`config.mk`:
```
export PLATFORM = sky130hd
export DESIGN_NAME = two_sigma_height_outlier_filter_top
export DESIGN_NICKNAME = d
export VERILOG_FILES = /design/src/rtl/core/tshof_pkg.sv /design/src/rtl/core/two_sigma_height_outlier_filter_top.sv /design/src/rtl/core/tshof_ram.sv
export SDC_FILE = /design/constraint.sdc
export NUM_CORES = 2
export LEC_CHECK = 0
export ABC_AREA = 0
export BUFFER_PORTS_ARGS = -buffer_cell sky130_fd_sc_hd__buf_4
export CAP_MARGIN = 20
export CORE_MARGIN = 2
export CORE_UTILIZATION = 40
export DETAILED_ROUTE_END_ITERATION = 8
export MAX_ROUTING_LAYER = met4
export PLACE_DENSITY = 0.59
export REMOVE_ABC_BUFFERS = 1
export SKIP_CTS_REPAIR_TIMING = 1
export SLEW_MARGIN = 10
export SYNTH_ARGS = -nofsm -noshare
export SYNTH_HDL_FRONTEND = slang
export SYNTH_HIERARCHICAL = 1
export SYNTH_SLANG_ARGS = --single-unit
export TNS_END_PERCENT = 100
```
`constraint.sdc`:
```
create_clock -name i_clk -period 7.75 [get_ports i_clk]
set_input_delay 1.55 -clock i_clk [delete_from_list [all_inputs] [get_ports i_clk]]
set_output_delay 1.55 -clock i_clk [all_outputs]
set_load 0.05 [all_outputs]
```
`src/rtl/core/tshof_pkg.sv`:
```
// Package for the two-sigma height outlier filter.
// Holds payload structs, widths and sizing constants; no dependencies.
`default_nettype none
package tshof_pkg;

    localparam int MAX_POINTS = 64;           // points that close a set without a last mark
    localparam int HEIGHT_W   = 24;           // height, signed, 8 fraction bits
    localparam int IDX_W      = 6;            // load-order index
    localparam int CNT_W      = 7;            // point count, holds MAX_POINTS itself
    localparam int SUM_W      = 31;           // signed height sum
    localparam int DIFF_W     = HEIGHT_W + 1; // signed deviation from the mean
    localparam int SQ_W       = 2 * HEIGHT_W; // square of |deviation|
    localparam int PROD_W     = SQ_W + CNT_W; // count * square
    localparam int ACC_W      = SQ_W + IDX_W + 1;
    localparam int LIM_W      = ACC_W + 2;    // 4 * sum of squares

    typedef struct packed {
        logic signed [HEIGHT_W-1:0] height;
        logic                       last_point;
    } t_in_item;

    typedef struct packed {
        logic [IDX_W-1:0]           point_index;
        logic signed [HEIGHT_W-1:0] kept_height;
        logic                       last_kept;
    } t_out_item;

endpackage
`default_nettype wire

```
`src/rtl/core/two_sigma_height_outlier_filter_top.sv`:
```
// Top level of the two-sigma height outlier filter.
// Depends on tshof_pkg and the generic RAM tshof_ram.
`default_nettype none
// Points are loaded one per transfer (start high while busy is low) into a
// 64-entry height RAM, while a running sum and count are kept. The transfer
// that carries last_point, or the 64th point, closes the set and raises busy.
// The block then works through the set: a restoring divider forms the mean
// (31 quotient steps, then the sign), a variance pass reads every point once
// from the RAM (one read per cycle), and an emit pass reads every point
// again. Busy stays high through the divider and both passes; during loading
// one point is taken per cycle. Kept points come out in load order, each on
// o_result for a single cycle marked by o_result_valid, and the receiver
// cannot stall them. Each kept point is held back until the next kept point
// (or the end of the pass) is seen, so that the final one can carry
// last_kept; that final transfer is strobed in the first cycle after busy
// falls. Every closed set gives at least one result.
module two_sigma_height_outlier_filter_top (
    input  wire logic                 i_clk,
    input  wire logic                 i_rst_n,
    input  wire logic                 start,
    input  wire tshof_pkg::t_in_item  i_item,
    output logic                      busy,
    output logic                      o_result_valid,
    output tshof_pkg::t_out_item      o_result
);
    import tshof_pkg::*;

    localparam logic [1:0] ST_LOAD = 2'd0;
    localparam logic [1:0] ST_DIV  = 2'd1;
    localparam logic [1:0] ST_VAR  = 2'd2;
    localparam logic [1:0] ST_EMIT = 2'd3;

    localparam logic [4:0] DIV_STEPS = 5'(SUM_W);

    logic [1:0] r_state;

    // Loading state
    logic [CNT_W-1:0]        r_cnt;
    logic signed [SUM_W-1:0] r_sum;
    logic [CNT_W-1:0]        r_n;
    logic [CNT_W-1:0]        n_cnt;
    logic signed [SUM_W-1:0] n_sum;
    logic                    accept;
    logic                    closes;

    // Divider
    logic [SUM_W-1:0]        r_dq;
    logic [CNT_W-1:0]        r_rem;
    logic [4:0]              r_dcnt;
    logic                    r_neg;
    logic [CNT_W:0]          div_trial;
    logic                    div_bit;
    logic signed [HEIGHT_W-1:0] r_mean;

    // Read passes
    logic [CNT_W-1:0]        r_ptr;
    logic                    issue;
    logic [HEIGHT_W-1:0]     rdata;
    logic                    r_v0, r_v1, r_v2, r_v3;
    logic [IDX_W-1:0]        r_i0, r_i1, r_i2, r_i3;
    logic [HEIGHT_W-1:0]     r_h1, r_h2, r_h3;
    logic [HEIGHT_W-1:0]     r_absd;
    logic [SQ_W-1:0]         r_sq;
    logic [PROD_W-1:0]       r_prod;
    logic [ACC_W-1:0]        r_acc;
    logic [LIM_W-1:0]        r_lim;
    logic signed [DIFF_W-1:0] dev;
    logic [DIFF_W-1:0]       dev_abs;
    logic                    pass_done;
    logic                    kept;

    // Held-back result
    logic                    r_pend_v;
    logic [IDX_W-1:0]        r_pend_i;
    logic [HEIGHT_W-1:0]     r_pend_h;
    logic                    r_out_v;
    logic                    n_out_v;
    t_out_item               r_out;

    assign busy   = (r_state != ST_LOAD);
    assign accept = start && !busy;
    assign n_cnt  = r_cnt + CNT_W'(1);
    assign n_sum  = r_sum + SUM_W'(i_item.height);
    assign closes = i_item.last_point || (n_cnt == CNT_W'(MAX_POINTS));

    // Restoring division step: remainder stays below n, so one bit of headroom.
    assign div_trial = {r_rem, r_dq[SUM_W-1]};
    assign div_bit   = (div_trial >= {1'b0, r_n});

    // Issue one read per cycle until every point of the set is requested.
    assign issue     = ((r_state == ST_VAR) || (r_state == ST_EMIT)) && (r_ptr != r_n);
    assign pass_done = (r_ptr == r_n) && !r_v0 && !r_v1 && !r_v2 && !r_v3;

    assign dev     = $signed({rdata[HEIGHT_W-1], rdata}) - $signed({r_mean[HEIGHT_W-1], r_mean});
    assign dev_abs = dev[DIFF_W-1] ? DIFF_W'(-dev) : DIFF_W'(dev);
    assign kept    = ({{(LIM_W-PROD_W){1'b0}}, r_prod} <= r_lim);

    // Release the held keeper when a newer keeper arrives or the pass ends.
    assign n_out_v = (r_state == ST_EMIT) && r_pend_v && ((r_v3 && kept) || pass_done);

    tshof_ram #(
        .WIDTH (HEIGHT_W),
        .DEPTH (MAX_POINTS)
    ) u_height_ram (
        .i_clk   (i_clk),
        .i_we    (accept),
        .i_waddr (r_cnt[IDX_W-1:0]),
        .i_wdata (i_item.height),
        .i_re    (issue),
        .i_raddr (r_ptr[IDX_W-1:0]),
        .o_rdata (rdata)
    );

    // Control: state, counts, pipeline valids and the result strobe.
    always_ff @(posedge i_clk) begin
        if (!i_rst_n) begin
            r_state  <= ST_LOAD;
            r_cnt    <= '0;
            r_sum    <= '0;
            r_dcnt   <= '0;
            r_ptr    <= '0;
            r_v0     <= 1'b0;
            r_v1     <= 1'b0;
            r_v2     <= 1'b0;
            r_v3     <= 1'b0;
            r_pend_v <= 1'b0;
            r_out_v  <= 1'b0;
        end else begin
            r_v0    <= issue;
            r_v1    <= r_v0;
            r_v2    <= r_v1;
            r_v3    <= r_v2 && (r_state == ST_EMIT);
            r_out_v <= n_out_v;
            if (issue) begin
                r_ptr <= r_ptr + CNT_W'(1);
            end
            case (r_state)
                ST_LOAD: begin
                    if (accept) begin
                        if (closes) begin
                            // Set closed: clear the running totals, start the divider.
                            r_cnt   <= '0;
                            r_sum   <= '0;
                            r_dcnt  <= DIV_STEPS;
                            r_state <= ST_DIV;
                        end else begin
                            r_cnt <= n_cnt;
                            r_sum <= n_sum;
                        end
                    end
                end
                ST_DIV: begin
                    if (r_dcnt == '0) begin
                        r_ptr   <= '0;
                        r_state <= ST_VAR;
                    end else begin
                        r_dcnt <= r_dcnt - 5'd1;
                    end
                end
                ST_VAR: begin
                    if (pass_done) begin
                        r_ptr   <= '0;
                        r_state <= ST_EMIT;
                    end
                end
                ST_EMIT: begin
                    if (r_v3 && kept) begin
                        // Hold this keeper back; the previous one goes out.
                        r_pend_v <= 1'b1;
                    end else if (pass_done) begin
                        // Last keeper of the set goes out marked last.
                        r_pend_v <= 1'b0;
                        r_state  <= ST_LOAD;
                    end
                end
                default: begin
                    r_state <= ST_LOAD;
                end
            endcase
        end
    end

    // Datapath: divider, deviation pipeline, sums and held-back result.
    always_ff @(posedge i_clk) begin
        if (accept && closes) begin
            r_n   <= n_cnt;
            r_neg <= n_sum[SUM_W-1];
            r_dq  <= n_sum[SUM_W-1] ? SUM_W'(-n_sum) : SUM_W'(n_sum);
            r_rem <= '0;
            r_acc <= '0;
        end
        if (r_state == ST_DIV) begin
            if (r_dcnt != '0) begin
                r_rem <= div_bit ? CNT_W'(div_trial - {1'b0, r_n}) : div_trial[CNT_W-1:0];
                r_dq  <= {r_dq[SUM_W-2:0], div_bit};
            end else begin
                // Truncate toward zero: negate the magnitude quotient.
                r_mean <= r_neg ? HEIGHT_W'(-r_dq[HEIGHT_W-1:0]) : r_dq[HEIGHT_W-1:0];
            end
        end
        if (r_state == ST_VAR) begin
            if (r_v2) begin
                r_acc <= r_acc + ACC_W'(r_sq);
            end
            if (pass_done) begin
                r_lim <= {r_acc, 2'b00};
            end
        end

        r_i0   <= r_ptr[IDX_W-1:0];
        r_i1   <= r_i0;
        r_h1   <= rdata;
        r_absd <= dev_abs[HEIGHT_W-1:0];
        r_i2   <= r_i1;
        r_h2   <= r_h1;
        r_sq   <= SQ_W'(r_absd) * SQ_W'(r_absd);
        r_i3   <= r_i2;
        r_h3   <= r_h2;
        r_prod <= PROD_W'(r_n) * PROD_W'(r_sq);

        if ((r_state == ST_EMIT) && r_v3 && kept) begin
            r_pend_i <= r_i3;
            r_pend_h <= r_h3;
        end
        r_out.point_index <= r_pend_i;
        r_out.kept_height <= r_pend_h;
        r_out.last_kept   <= !(r_v3 && kept);
    end

    assign o_result_valid = r_out_v;
    assign o_result       = r_out;

endmodule
`default_nettype wire

```
`src/rtl/core/tshof_ram.sv`:
```
// Generic single-write, single-read synchronous RAM with registered read data.
// No dependencies.
`default_nettype none
module tshof_ram #(
    parameter int WIDTH = 24,
    parameter int DEPTH = 64
) (
    input  wire logic                     i_clk,
    input  wire logic                     i_we,
    input  wire logic [$clog2(DEPTH)-1:0] i_waddr,
    input  wire logic [WIDTH-1:0]         i_wdata,
    input  wire logic                     i_re,
    input  wire logic [$clog2(DEPTH)-1:0] i_raddr,
    output logic      [WIDTH-1:0]         o_rdata
);

    logic [WIDTH-1:0] r_mem [DEPTH];
    logic [WIDTH-1:0] r_rdata;

    always_ff @(posedge i_clk) begin
        if (i_we) begin
            r_mem[i_waddr] <= i_wdata;
        end
        if (i_re) begin
            r_rdata <= r_mem[i_raddr];
        end
    end

    assign o_rdata = r_rdata;

endmodule
`default_nettype wire
```
==> metrics.txt <==
status complete, no violations; Placement Rows 191; Max Clk Rate 136.3 MHz; Slew headroom 0.1973; area post-placement 113700 µm²; Mapped Area 108500 µm²; root buf cell clkbuf_16; Layout area overhead 11.61%; crit end category flip-flop; CTS clk-pin slew, worst paths 0.06 ns; startpoint types flip-flop; Synth Instances 7841; CP max stage delay 0.55 ns; IO Count 61; endpoints failing setup 0; Inst Count DP 11340; die width 524.8 µm; Filler cells 24010; DRT iter0 DRCs 6248; NumNets Final 9099; reg-to-reg slack, setup 0.41 ns; Initial Utilization 0.4014; #FFs+latches synth 2081; Final Util 0.4480; initial antenna violation count 17; Hold Crit Endpoint r_h2[13]; share of layout cells above drive strength 1 0.1383; Layout Cells excl Fill 11760; asr flop ratio synth 0; CTS buffer count 224; DP Worst Slack 0.1651 ns; Max-Cap Viols 0; RSZ-0062 raised after global routing no; hold path cells 0; Worst EP arrival 8.09 ns; yosys warns 6; min cycle time layout 7.338 ns; final wirelength 288200 µm; Hold WC Path Type flip-flop to flip-flop; wire per inst 24.50 µm; global route overflow 0; pin count of the biggest net entering global routing 121; count of different cell masters after synthesis 99; Worst Hold Launch r_h1[13]; Max clock buf depth 4; GRT Util Overall 0.2140; Via Count 64320; clock latency on the worst-skew pair 0.92 ns; CP max FO 18; DRC viols 0; Design Area, Final 121100 µm²; Port Buf Inserts 60; Core ar. 270300 µm²; H-tree depth 4; Fin. Hold Viols 0; setup ws final 0.4115 ns; global-route wire length before repair 429800 µm; CP max stage cell fa_1; GP Congestion 0.8997; total die area 275400 µm²; DP HPWL 197500 µm; Reg-to-Reg End r_sq[39]; Post-synth EDFFs 1677; most common cell after layout, fill and taps aside edfxtp_1; most frequent cells in the layout edfxtp_1, inv_1, nand2_1; final period utilization 0.9469; register area share after synthesis 0.5387; CP Class flip-flop to flip-flop; Initial DRT Pass Iterations 5; vias in the first global route 66150; Required @ worst endpoint 8.50 ns; Syn Area/Cell 13.84 µm²; worst reg2reg path depth 28; clock sinks 2081; CTS tree built; most common flop cell mapped by yosys edfxtp_1; via-per-instance ratio 5.470; worst slew pin tran 1.204 ns; Slew Limit Fails 0; Post-DRT Antenna Nets 0; most used cell, CP fa_1; DIE HEIGHT 524.8 µm; clk_skew 0.1242 ns; RR Startpoint r_absd[4]
-- cells by family (layout without fill, tap and decap cells) --
| family | Yosys count | after routing | synth area share |
|---|---|---|---|
| fa+ha+maj | 1073 | 1073 | 0.1687 |
| simple gates | 1616 | 1616 | 0.07190 |
| compound gates | 1085 | 1085 | 0.06589 |
| buf+inv | 1211 | 1553 | 0.04483 |
| flops | 2081 | 2081 | 0.5387 |
| xor+xnor | 259 | 259 | 0.02091 |
| other cells | 2 | 9 | 0.00006922 |
| mux | 514 | 514 | 0.08899 |
-- per-stage QoR --
stage               hold slack, ns  setup TNS (ns)
floorplan                   0.3096        -1026.42
global placement            0.3096               0
detailed placement          0.3121               0
CTS                         0.3232               0
global route                0.3294               0
finish                      0.3226               0
-- critical path: cells and delay by family, from the launching register on --
family	cells	cell delay, ns
and+or+nand+nor	2	0.37
xor gates and xnor gates	1	0.14
adders and majority gates	8	3.75
buffers and inverters	8	0.79
DFF	1	0.49
AOI/OAI and AO/OA	9	1.71
-- flip-flops by register name, summed over array words and instances, names as in the netlist, 31 cells and up --
signal	flops
u_height_ram/r_mem	1536
r_sum	31
r_dq	31
r_acc	55
r_prod	55
o_result	31
r_lim	55
r_sq	47
-- Yosys cell counts, drive strengths merged (52+ instances only) --
library cell / count / area [µm²]
edfxtp: 1677 / 50360
inv: 898 / 3371
nand2: 660 / 2477
fa: 650 / 13010
ha: 423 / 5293
dfxtp: 404 / 8088
mux4: 355 / 7995
o21ai: 235 / 1176
a21oi: 230 / 1151
nor2: 227 / 859.6
and2: 213 / 1333
clkbuf: 204 / 809.5
xnor2: 171 / 1498
a21o: 148 / 1111
nand3: 131 / 668.1
buf: 106 / 634.4
mux2i: 104 / 1041
xor2: 88 / 770.7
nor2b: 69 / 431.7
o22ai: 59 / 369.1
a221oi: 58 / 520.5
and3: 58 / 364.1
mux2: 55 / 619.3
a22oi: 54 / 410.4
a31oi: 52 / 325.3
nor3: 52 / 260.3
or3: 52 / 330.3
-- layout make-up --
type / instances / area [µm²] / share of cell area
Inverter: 899 / 3374 / 0.02787
Sequential cell: 2081 / 58470 / 0.4829
Antenna cell: 6 / 15.01 / 0.0001240
Tap cell: 3570 / 4467 / 0.03689
Timing Repair Buffer: 242 / 1974 / 0.01631
Clock inverter: 120 / 1179 / 0.009734
Clock buffer: 292 / 6171 / 0.05096
Multi-Input combinational cell: 4550 / 45430 / 0.3752
-- how the worst max path moves through the flow --
stage          startpoint                  endpoint  slack (ns)
2_1_floorplan    r_ptr[0]  u_height_ram/o_rdata[10]      -10.75
3_3_place_gp    r_absd[8]                  r_sq[46]        0.32
3_5_place_dp    r_absd[8]                  r_sq[46]        0.17
4_1_cts        r_absd[19]                  r_sq[46]        0.08
5_1_grt         r_absd[4]                  r_sq[39]        0.05
6_report        r_absd[4]                  r_sq[39]        0.41
-- per-layer routing --
layer / share of wire / GRT usage
met2: 0.49 / 0.3526
met4: 0.038 / 0.07273
met3: 0.054 / 0.02045
met5: 0 / -
met1: 0.42 / 0.2779
Power is left out: the tool's default activity adds up to more than one toggle a clock period on the data nets, which glitch-free logic cannot reach.
